`config.mk`:
```
export PLATFORM = sky130hd
export DESIGN_NAME = cht_ctrl
export DESIGN_NICKNAME = d
export VERILOG_FILES = /design/src/rtl/core/chained_hash_table_unit_macros.svh /design/src/rtl/core/cht_pkg.sv /design/src/rtl/core/cht_ctrl.sv
export SDC_FILE = /design/constraint.sdc
export NUM_CORES = 1
export LEC_CHECK = 0
export ABC_AREA = 1
export ABC_CLOCK_PERIOD_IN_PS = 1600
export BUFFER_PORTS_ARGS = -buffer_cell sky130_fd_sc_hd__buf_4
export CORE_MARGIN = 4
export CORE_UTILIZATION = 45
export DETAILED_ROUTE_END_ITERATION = 8
export PLACE_DENSITY = 0.89
export SLEW_MARGIN = 25
export SYNTH_ARGS = -nofsm -noshare
export SYNTH_HDL_FRONTEND = slang
export SYNTH_SLANG_ARGS = --single-unit
```
`constraint.sdc`:
```
create_clock -name clk -period 1.6 [get_ports clk]
set_clock_uncertainty 0.2 [all_clocks]
set_input_delay 0.08 -clock clk [delete_from_list [all_inputs] [get_ports clk]]
set_output_delay 0.08 -clock clk [all_outputs]
set_load 0.02 [all_outputs]
```
`src/rtl/core/chained_hash_table_unit_macros.svh`:
```
// ----------------------------------------------------------------------------
// Assertion macros for the chained hash table
// Shorthand for clocked implications, reset masked.
// ----------------------------------------------------------------------------
`ifndef CHAINED_HASH_TABLE_UNIT_MACROS_SVH
`define CHAINED_HASH_TABLE_UNIT_MACROS_SVH

// same-cycle implication
`define CHT_ASSERT_IMP(lbl, ante, cons, msg) \
  lbl: assert property (@(posedge clk) disable iff (!rst_n) (ante) |-> (cons)) \
    else $error(msg);

// next-cycle implication
`define CHT_ASSERT_NXT(lbl, ante, cons, msg) \
  lbl: assert property (@(posedge clk) disable iff (!rst_n) (ante) |=> (cons)) \
    else $error(msg);

`endif

```
`src/rtl/core/cht_pkg.sv`:
```
// ----------------------------------------------------------------------------
// cht_pkg
// Types, sizes and helpers shared by the hash table controller and datapath.
// ----------------------------------------------------------------------------
package cht_pkg;

  localparam int BUCKETS = 256;
  localparam int NODES   = 512;
  localparam int BKT_W   = $clog2(BUCKETS);
  localparam int IB_W    = $clog2(BUCKETS + 1);
  localparam int NIDX_W  = $clog2(NODES);
  localparam int NODE_W  = $clog2(NODES + 1);
  localparam logic [NODE_W-1:0] NIL = NODE_W'(NODES);
  localparam logic [31:0] HASH_MULT = 32'd2654435761;

  localparam logic [1:0] REQ_PUT  = 2'd0;
  localparam logic [1:0] REQ_GET  = 2'd1;
  localparam logic [1:0] REQ_RST  = 2'd2;
  localparam logic [1:0] REQ_STEP = 2'd3;

  localparam logic [1:0] ST_DONE = 2'd0;
  localparam logic [1:0] ST_FULL = 2'd1;
  localparam logic [1:0] ST_END  = 2'd2;

  typedef enum logic [2:0] {
    RES_NONE, RES_FULL, RES_HIT, RES_STEP, RES_END
  } res_t;

  typedef enum logic [3:0] {
    S_IDLE, S_DISP, S_HWT, S_NRD, S_NCK, S_STW, S_SCAN, S_SCW, S_OUT
  } state_t;

  typedef struct packed {
    logic load;
    logic head_rd;
    logic head_src_iter;
    logic cur_from_head;
    logic cur_from_next;
    logic node_rd;
    logic node_src_iter;
    logic wr_val;
    logic insert;
    logic iter_clr;
    logic ib_inc;
    logic iter_from_next;
    logic iter_from_head;
    logic iter_nil;
    logic push;
    res_t res;
  } ctl_cmd_t;

  typedef struct packed {
    logic [1:0] req;
    logic       cur_nil;
    logic       key_eq;
    logic       nn_nil;
    logic       pool_full;
    logic       iter_nil;
    logic       ib_end;
    logic       ib_vld;
    logic       out_free;
  } ctl_stat_t;

  // low bucket bits of key * HASH_MULT only depend on the low key bits
  function automatic logic [BKT_W-1:0] hash_bucket(input logic [31:0] k);
    logic [2*BKT_W-1:0] p;
    p = k[BKT_W-1:0] * HASH_MULT[BKT_W-1:0];
    return p[BKT_W-1:0];
  endfunction

endpackage

```
`src/rtl/core/cht_ctrl.sv`:
```
// ----------------------------------------------------------------------------
// cht_ctrl
// Request sequencer: chain walk, insert, iterator scan and result push.
// ----------------------------------------------------------------------------
module cht_ctrl (
  input  logic              clk,
  input  logic              rst_n,
  input  logic              in_tvalid,
  output logic              in_tready,
  input  cht_pkg::ctl_stat_t stat,
  output cht_pkg::ctl_cmd_t  cmd
);
  import cht_pkg::*;

  state_t state_r, state_nxt;
  res_t   res_r, res_nxt;

  always_ff @(posedge clk) begin
    if (!rst_n) begin
      state_r <= S_IDLE;
      res_r   <= RES_NONE;
    end else begin
      state_r <= state_nxt;
      res_r   <= res_nxt;
    end
  end

  always_comb begin
    state_nxt = state_r;
    res_nxt   = res_r;
    cmd       = '0;
    cmd.res   = res_r;
    in_tready = 1'b0;
    unique case (state_r)
      S_IDLE: begin
        in_tready = 1'b1;
        if (in_tvalid) begin
          cmd.load  = 1'b1;
          state_nxt = S_DISP;
        end
      end
      S_DISP: begin
        unique case (stat.req)
          REQ_PUT, REQ_GET: begin
            cmd.head_rd = 1'b1;
            state_nxt   = S_HWT;
          end
          REQ_RST: begin
            cmd.iter_clr = 1'b1;
            res_nxt      = RES_NONE;
            state_nxt    = S_SCAN;
          end
          default: begin
            if (stat.iter_nil) begin
              res_nxt   = RES_END;
              state_nxt = S_OUT;
            end else begin
              cmd.node_rd       = 1'b1;
              cmd.node_src_iter = 1'b1;
              state_nxt         = S_STW;
            end
          end
        endcase
      end
      S_HWT: begin
        cmd.cur_from_head = 1'b1;
        state_nxt         = S_NRD;
      end
      S_NRD: begin
        if (stat.cur_nil) begin
          state_nxt = S_OUT;
          if (stat.req == REQ_GET) begin
            res_nxt = RES_NONE;
          end else if (stat.pool_full) begin
            res_nxt = RES_FULL;
          end else begin
            cmd.insert = 1'b1;
            res_nxt    = RES_NONE;
          end
        end else begin
          cmd.node_rd = 1'b1;
          state_nxt   = S_NCK;
        end
      end
      S_NCK: begin
        if (stat.key_eq) begin
          state_nxt = S_OUT;
          if (stat.req == REQ_GET) begin
            res_nxt = RES_HIT;
          end else begin
            cmd.wr_val = 1'b1;
            res_nxt    = RES_NONE;
          end
        end else begin
          cmd.cur_from_next = 1'b1;
          state_nxt         = S_NRD;
        end
      end
      S_STW: begin
        res_nxt            = RES_STEP;
        cmd.iter_from_next = 1'b1;
        if (stat.nn_nil) begin
          cmd.ib_inc = 1'b1;
          state_nxt  = S_SCAN;
        end else begin
          state_nxt = S_OUT;
        end
      end
      S_SCAN: begin
        // one bucket per cycle until a live head or the end
        if (stat.ib_end) begin
          cmd.iter_nil = 1'b1;
          state_nxt    = S_OUT;
        end else if (stat.ib_vld) begin
          cmd.head_rd       = 1'b1;
          cmd.head_src_iter = 1'b1;
          state_nxt         = S_SCW;
        end else begin
          cmd.ib_inc = 1'b1;
        end
      end
      S_SCW: begin
        cmd.iter_from_head = 1'b1;
        state_nxt          = S_OUT;
      end
      S_OUT: begin
        if (stat.out_free) begin
          cmd.push  = 1'b1;
          state_nxt = S_IDLE;
        end
      end
      default: state_nxt = S_IDLE;
    endcase
  end

endmodule

```
Word level (Yosys, flattened, before mapping)

Cells that the tools add are included.

Word-level logic and storage cells: 79
Bits in read-only memories: 0
Latch bits: 0
Register bits after elaboration: 7
Input port bits: 13
Memory bits (writable): 0
Output and inout port bits: 19
Memories kept: 0

Multiply operators: 0
Magnitude comparators: 0
Div/mod/pow operators: 0
Bitwise logic cells: 0
Reductions and logical operators: 7
Add/subtract/negate cells: 0
Multiplexer cells: 53
Shifts and indexed selects: 0
Equality and inequality tests: 17

Operators with widths:

| operator                                                                 | number |
|---|---|
| 4-bit case mux with 9 select lines                                       | 1 |
| 4-bit two-way mux                                                        | 8 |
| 1-bit two-way mux                                                        | 30 |
| 4-bit by 3-bit equality test with 1-bit output (second input constant)   | 4 |
| 3-bit case mux with 4 select lines                                       | 1 |
| 2-bit two-way mux                                                        | 5 |
| 2-bit inequality test (second input constant)                            | 5 |
| 3-bit two-way mux                                                        | 3 |
| 4-bit by 2-bit equality test with 1-bit output (second input constant)   | 2 |
| 4-bit case mux with 2 select lines                                       | 1 |
| 1-bit case mux with 2 select lines                                       | 3 |
| 3-bit case mux with 2 select lines                                       | 1 |
| 5-bit AND reduction                                                      | 1 |
| 4-bit by 1-bit equality test with 1-bit output (second input constant)   | 1 |
| 4-bit equality test (second input constant)                              | 1 |
| 4-bit logical NOT                                                        | 1 |
| 4-bit nonzero test                                                       | 1 |
| 3-bit by 2-bit inequality test with 1-bit output (second input constant) | 1 |
| 3-bit inequality test (second input constant)                            | 1 |
| 3-bit AND reduction                                                      | 1 |
| 3-bit OR reduction                                                       | 1 |
| 2-bit by 1-bit equality test with 1-bit output (second input constant)   | 1 |
| 2-bit equality test (second input constant)                              | 1 |
| 2-bit logical NOT                                                        | 1 |
| 2-bit OR reduction                                                       | 1 |

Depth between registers and ports, before layout

Gate-level depths: netlist (run 1).

Depth in word-level cells: 4
Depth in mapped cells: 9
Depth with buffers taken out: 9

Least setup slack after synthesis (run 1)

No wires, ideal clock.

Path kind: flip-flop to output port
From: register state_r[0]
To: output port cmd[3] (netlist name)
Path buffers: 0
Arrival: 1282 ps
Slack: 38 ps
Stages on the path, launching flop included: 4
Cells stage by stage: dfxtp_1 nor2_1 inv_1 nor4_1

RTL lines:

| item                   | RTL line       | source |
|---|---|---|
| from (decl)            | cht_ctrl.sv:15 | `state_t state_r, state_nxt;` |
| from (signal assigned) | cht_ctrl.sv:23 | `state_r <= state_nxt;` |
| to (decl)              | cht_ctrl.sv:11 | `output cht_pkg::ctl_cmd_t cmd` |

==> results of run 1 <==
## timing repair
action                                  in CTS  in global routing
resized for setup                            8                 21
endpoints found under the setup margin      11                 12
hold endpoints to repair                     7                  1
hold buffers                                 1                  1
buffers inserted                             2                  3
pin swaps                                    2                  4
## synthesized netlist by cell type
library cell	instances	area share, %
nand3_1	8	6.0
dfxtp_1	7	21
nor2_1	22	12
o22ai_1	1	0.93
nand2_4	1	1.7
nand4_1	1	0.93
nand2_1	29	16
nand2_2	3	2.8
o21ai_0	2	1.5
inv_2	4	2.2
nand3_2	2	3.0
nor4_1	2	1.9
a21oi_1	4	3.0
and3_1	1	0.93
o21ai_1	1	0.75
nor3_2	1	1.5
nor2_4	4	6.7
inv_1	23	13
o21ai_2	1	1.3
nor2_2	2	1.9
nor3_1	1	0.75
## logic make-up (layout without fill, tap and decap cells)
kind of cell | count (synthesis) | count (layout) | share of synthesized area, %
AO/OA/AOI/OAI | 9 | 9 | 7.46
AND/OR/NAND/NOR | 77 | 77 | 56.5
flip-flops | 7 | 7 | 20.9
buffers and inverters | 27 | 70 | 15.1
## layout make-up
class / count / area [µm²] / share of cell area, %
sequential: 7 / 153 / 13.9
inverter: 27 / 106 / 9.70
tap: 15 / 18.8 / 1.71
clock buffer: 4 / 26.3 / 2.40
timing repair buffer: 39 / 309 / 28.2
multi-input combinational: 86 / 483 / 44.1
## cells in the final DEF (no fill, tap or decap), drive strengths merged
cell,instances
clkbuf,4
and3,1
dfxtp,7
o21ai,4
nor4,2
nor3,2
nand2,33
inv,27
o22ai,1
nand3,10
nor2,28
nand4,1
a21oi,4
dlygate4sd3,2
buf,37
## flip-flops by register name, indices dropped and copies added, names as in the netlist
name,count
state_r,4
res_r,3
## power breakdown
| part | internal (mW) | switching (mW) | total [mW] |
|---|---|---|---|
| Sequential | 0.240 | 0.0740 | 0.314 |
| Clock | 0.0952 | 0.0652 | 0.160 |
| Combinational | 0.330 | 0.501 | 0.831 |
| Total | 0.665 | 0.640 | 1.31 |
## critical path: cells and delay by family, from the launching register on
family        cells  cell delay, ps
simple gates      4             550
buf+inv           2             230
flops             1             360
## metrics by stage
step	utilization [%]	TNS, ps	hold WS [ps]
after detailed placement	68.9	0	114
after global routing	81.2	-647	21.7
final	81.2	-141	11.2
after CTS	73.8	-11.9	-56.0
after global placement	68.9	0	110
after floorplan	-	0	-22.4
## per-layer routing
metal  up-vias  track usage (%)
met3        12             1.56
met4         0             10.2
met5         -                0
li1        454                -
met2        66             34.9
met1       417             29.0
## worst min-delay path by stage
stage            start                      end  slack, ps
5_1_grt        stat[3]  state_r[2]$_SDFFE_PN0P_         20
3_3_place_gp     rst_n  state_r[3]$_SDFFE_PN0P_        110
3_5_place_dp     rst_n  state_r[3]$_SDFFE_PN0P_        110
2_1_floorplan    rst_n  state_r[3]$_SDFFE_PN0P_        -20
6_report       stat[3]  state_r[2]$_SDFFE_PN0P_         10
4_1_cts        stat[9]  state_r[2]$_SDFFE_PN0P_        -60
==> reports/metrics.yaml, run 1 <==
run_status:
  outcome: "complete, but fails checks"
  violations: "negative setup slack"
floorplanning:
  die_h_um: 46.6
  die_w_um: 46.6
  rows: 13
  core-area_mm2: 0.00135
  dieArea_mm2: 0.00217
  io_pins: 32
  floorplan.initialDensity_pct: 49.7
run:
  maxCapViolations: 0
worst_setup_path:
  cp_max_fo: 4
  cp.required_ps: 1320
  slowest_stage: "dfxtp_2"
  crit_top_cell: "nand2_1"
  critPathCapture: "cmd[12]"
  start_kind: "flop"
  r2r_slack_ps: 50
  worst_ep_arrival_time_ps: 1400
  crit_chain: "inv_2 -> nand2_1 -> nor2_2 -> nand3_2 -> nand2_1 -> buf_4"
  critPathMaxStageDelay_ps: 360
  end_kind: "output port"
  ff2ff_path_depth: 9
  worstSetupPathType: "reg -> out"
  crit_start: "state_r[3]$_SDFFE_PN0P_"
  r2r-end: "res_r[2]$_SDFFE_PN0P_"
  r2r_start: "state_r[3]$_SDFFE_PN0P_"
routing:
  vias_per_cell: 5.33
  drtIter0Drc: 55
  top_layer: "met4"
  firstDrtPassIters: 4
  postRouteAntennaNets: 0
  wl_per_cell_um: 13.5
  wl_met3_um: 185
  drt_wl_total_um: 2400
  via_count: 949
  drc: 0
  wl_met2_um: 1210
  wl_met1_um: 937
clock_network:
  path_clk_slew_ps: 50
  clk_latency_ps: 250
  htreeDepth: 1
  cts.sink_count: 7
  clock_path_buffers: 2
  cts_tree: "done"
  clock-root-buffer: "clkbuf_4"
  cts_made_buffers: 3
sta:
  rsz0062_at_grt: "yes"
  fin_crit_ps: 1680
  maxSlewHeadroom_pct: 84.8
  clock.fmax_mhz: 596
  post-route-period-util_pct: 105
  worst_pin_slew_ps: 227
  setup_ws_ps: -78.0
  hold_violations: 0
  finalSetupViolCount: 3
  slew_violations: 0
global_route:
  grt_max_degree: 8
  overflow: 0
  grt_pass1_wl_um: 3400
  grt_usage_pct: 21.7
  first_global_vias: 775
  grt_antenna_before_repair: 0
final_layout:
  fin_nets: 177
  n_antenna_cell: 0
  n_fill_cell: 99
  design_area_mm2: 0.00110
  layout-drive-gt1-share_pct: 46.6
  final_cells: 178
  syn2layout_area_growth_pct: 63.4
yosys:
  synth-seq-cells: 7
  yosys_warnings: 0
  netlist_instances: 120
  synthesis.area_um2: 671
  ys_types: 21
  syn_nets: 133
  avgSynthCellArea_um2: 5.59
  synth-seq-area-share_pct: 20.9
power_and_ir_drop:
  power_mw: 1.31
  p_leak_nw: 0.633
  peakVddDrop_uv: 770
  p_per_area_mw_per_mm2: 1190
min_path:
  worstHoldPathCells: 4
  hp-class: "in -> reg"
placed_design:
  dp_cells: 167
  hpwl_um: 1670
  place_area_um2: 930
  io_buffers: 31
  post-place-ws_ps: 116
  routabilityCongestion: 0.952
Power figures use the tool's default switching activity.
==> run 2: changes to the inputs <==
SKIP_CTS_REPAIR_TIMING = 1   (was default)
==> run 2 against run 1 <==
The run still ends with negative setup slack left. Sequential share of layout area down 0.37 points. Register-to-register slack better by 20 ps. Non-clock buffer count up 1. Via count up 1.8%. Sequential power about the same. Cell count up 0.56%.
==> reports/metrics.yaml, run 2 (synthesis results as in run 1) <==
worst_setup_path:
  start_kind: "flop"
  cp.required_ps: 1320  # about the same
  end_kind: "output port"
  cp_max_fo: 4  # unchanged
  r2r_slack_ps: 70  # +20 ps
  worstSetupPathType: "reg -> out"
  worst_ep_arrival_time_ps: 1330  # -70 ps
clock_network:
  htreeDepth: 1  # unchanged
  clk_latency_ps: 250  # about the same
  cts_made_buffers: 3  # unchanged
  cts.sink_count: 7  # unchanged
  clock-root-buffer: "clkbuf_4"
  clock_path_buffers: 2  # unchanged
  cts_tree: "done"
  path_clk_slew_ps: 50  # about the same
global_route:
  grt_pass1_wl_um: 3260  # -4.1%
  grt_usage_pct: 20.9  # -0.85 points
  grt_antenna_before_repair: 0  # unchanged
  overflow: 0  # unchanged
  grt_max_degree: 8  # unchanged
  first_global_vias: 746  # -3.7%
final_layout:
  largest_register_ffs: 4  # unchanged
  most-common-layout-cells: "buf_4, nand2_1, inv_1, nor2_1, nand2_2"
  top_regs: "state_r: 4 flops, res_r: 3 flops"
  layout-drive-gt1-share_pct: 47.6  # +0.94 points
  finish.utilization_pct: 83.4  # +2.2 points
  n_antenna_cell: 0  # unchanged
  regMostFlops: "state_r"
  final_common_cell: "buf_4"
  fin_nets: 178  # +0.56%
  syn2layout_area_growth_pct: 67.9
  design_area_mm2: 0.00113  # +2.7%
  final_cells: 179  # +0.56%
sta:
  setup_ws_ps: -6.19  # +71.8 ps
  maxSlewHeadroom_pct: 82.3  # -2.5 points
  finalSetupViolCount: 1  # -2
  post-route-period-util_pct: 100  # -4.5 points
  worst_pin_slew_ps: 263  # +36.4 ps
  slew_violations: 0  # unchanged
  fin_crit_ps: 1610  # -71.8 ps
  rsz0062_at_grt: "yes"
  clock.fmax_mhz: 623  # +4.5%
  finalSetupTns_ps: -6.19  # +135 ps
  hold_violations: 0  # unchanged
power_and_ir_drop:
  peakVddDrop_uv: 808  # +4.9%
  power_mw: 1.33  # +1.5%
  p_per_area_mw_per_mm2: 1180  # -1.2%
  p_leak_nw: 0.642  # +1.3%
floorplanning:
  io_pins: 32  # unchanged
  floorplan.initialDensity_pct: 49.7  # unchanged
  rows: 13  # unchanged
  dieArea_mm2: 0.00217  # unchanged
  core-area_mm2: 0.00135  # unchanged
  die_h_um: 46.6  # unchanged
  die_w_um: 46.6  # unchanged
placed_design:
  hpwl_um: 1670  # unchanged
  dp_cells: 167  # unchanged
  place_area_um2: 930  # unchanged
  routabilityCongestion: 0.952  # unchanged
  io_buffers: 31  # unchanged
routing:
  drtIter0Drc: 29  # -47%
  wl_per_cell_um: 13.1  # -3.0%
  firstDrtPassIters: 6  # +2
  postRouteAntennaNets: 0  # unchanged
  via_count: 966  # +1.8%
  drt_wl_total_um: 2340  # -2.5%
  vias_per_cell: 5.40  # +1.2%
  drc: 0  # unchanged
run_status:
  violations: "negative setup slack"
  outcome: "complete, but fails checks"
run:
  maxCapViolations: 0  # unchanged
min_path:
  hp-class: "in -> reg"
-- run 2: cell types whose count changed in the layout (fill, tap and decap cells not counted), moves of 2 or more --
cell and delta:
nor4_1 -2, nor4_2 +2, inv_1 +2, nand2_1 -2, nand2_2 +2, buf_6 +2
-- run 2: stage by stage --
step	setup slack [ps]	hold WS, ps
2_1_floorplan	38.1	-22.4
6_report	-6.19	0.820
5_1_grt	-88.7	23.5
4_1_cts	-162	-146
3_3_place_gp	145	110
3_5_place_dp	116	114
-- run 2: worst paths after layout --
| path | from | to | depth (start not counted) |
|---|---|---|---|
| worst max register to register | state_r[2]$_SDFFE_PN0P_ | res_r[0]$_SDFFE_PN0P_ | 9 |
| worst min register to register | res_r[0]$_SDFFE_PN0P_ | res_r[0]$_SDFFE_PN0P_ | 2 |
| worst max-delay path | state_r[2]$_SDFFE_PN0P_ | cmd[16] | 7 |
| worst min-delay path | stat[3] | state_r[2]$_SDFFE_PN0P_ | 4 |
-- run 2: routing by layer --
metal | vias to the layer above | share of wire [%] | global-route usage (%)
li1 | 455 | - | -
met1 | 426 | 38 | 27.7
met2 | 60 | 48 | 32.7
met3 | 25 | 9.1 | 2.34
met4 | 0 | 4.7 | 10.8
met5 | - | 0 | 0
-- run 2: critical path: stages, from the launching register on --
cell,delay (ps)
dfxtp_4,350
inv_2,50
nor2_4,140
nand2_2,80
nor2_4,140
inv_2,70
o22ai_2,100
buf_6,140
-- run 2: where the power goes --
group / total, mW / switching, mW / internal [mW]
clock network: 0.162 / 0.0667 / 0.0953
registers: 0.314 / 0.0743 / 0.240
logic: 0.849 / 0.509 / 0.340
total: 1.33 / 0.650 / 0.675
-- run 2: final cells by class --
type | instances | area, µm²
clock buffer | 4 | 26.3
fill | 83 | 224
inverter | 27 | 104
multi-input combinational | 86 | 500
sequential | 7 | 153
tap | 15 | 18.8
timing repair buffer | 40 | 324
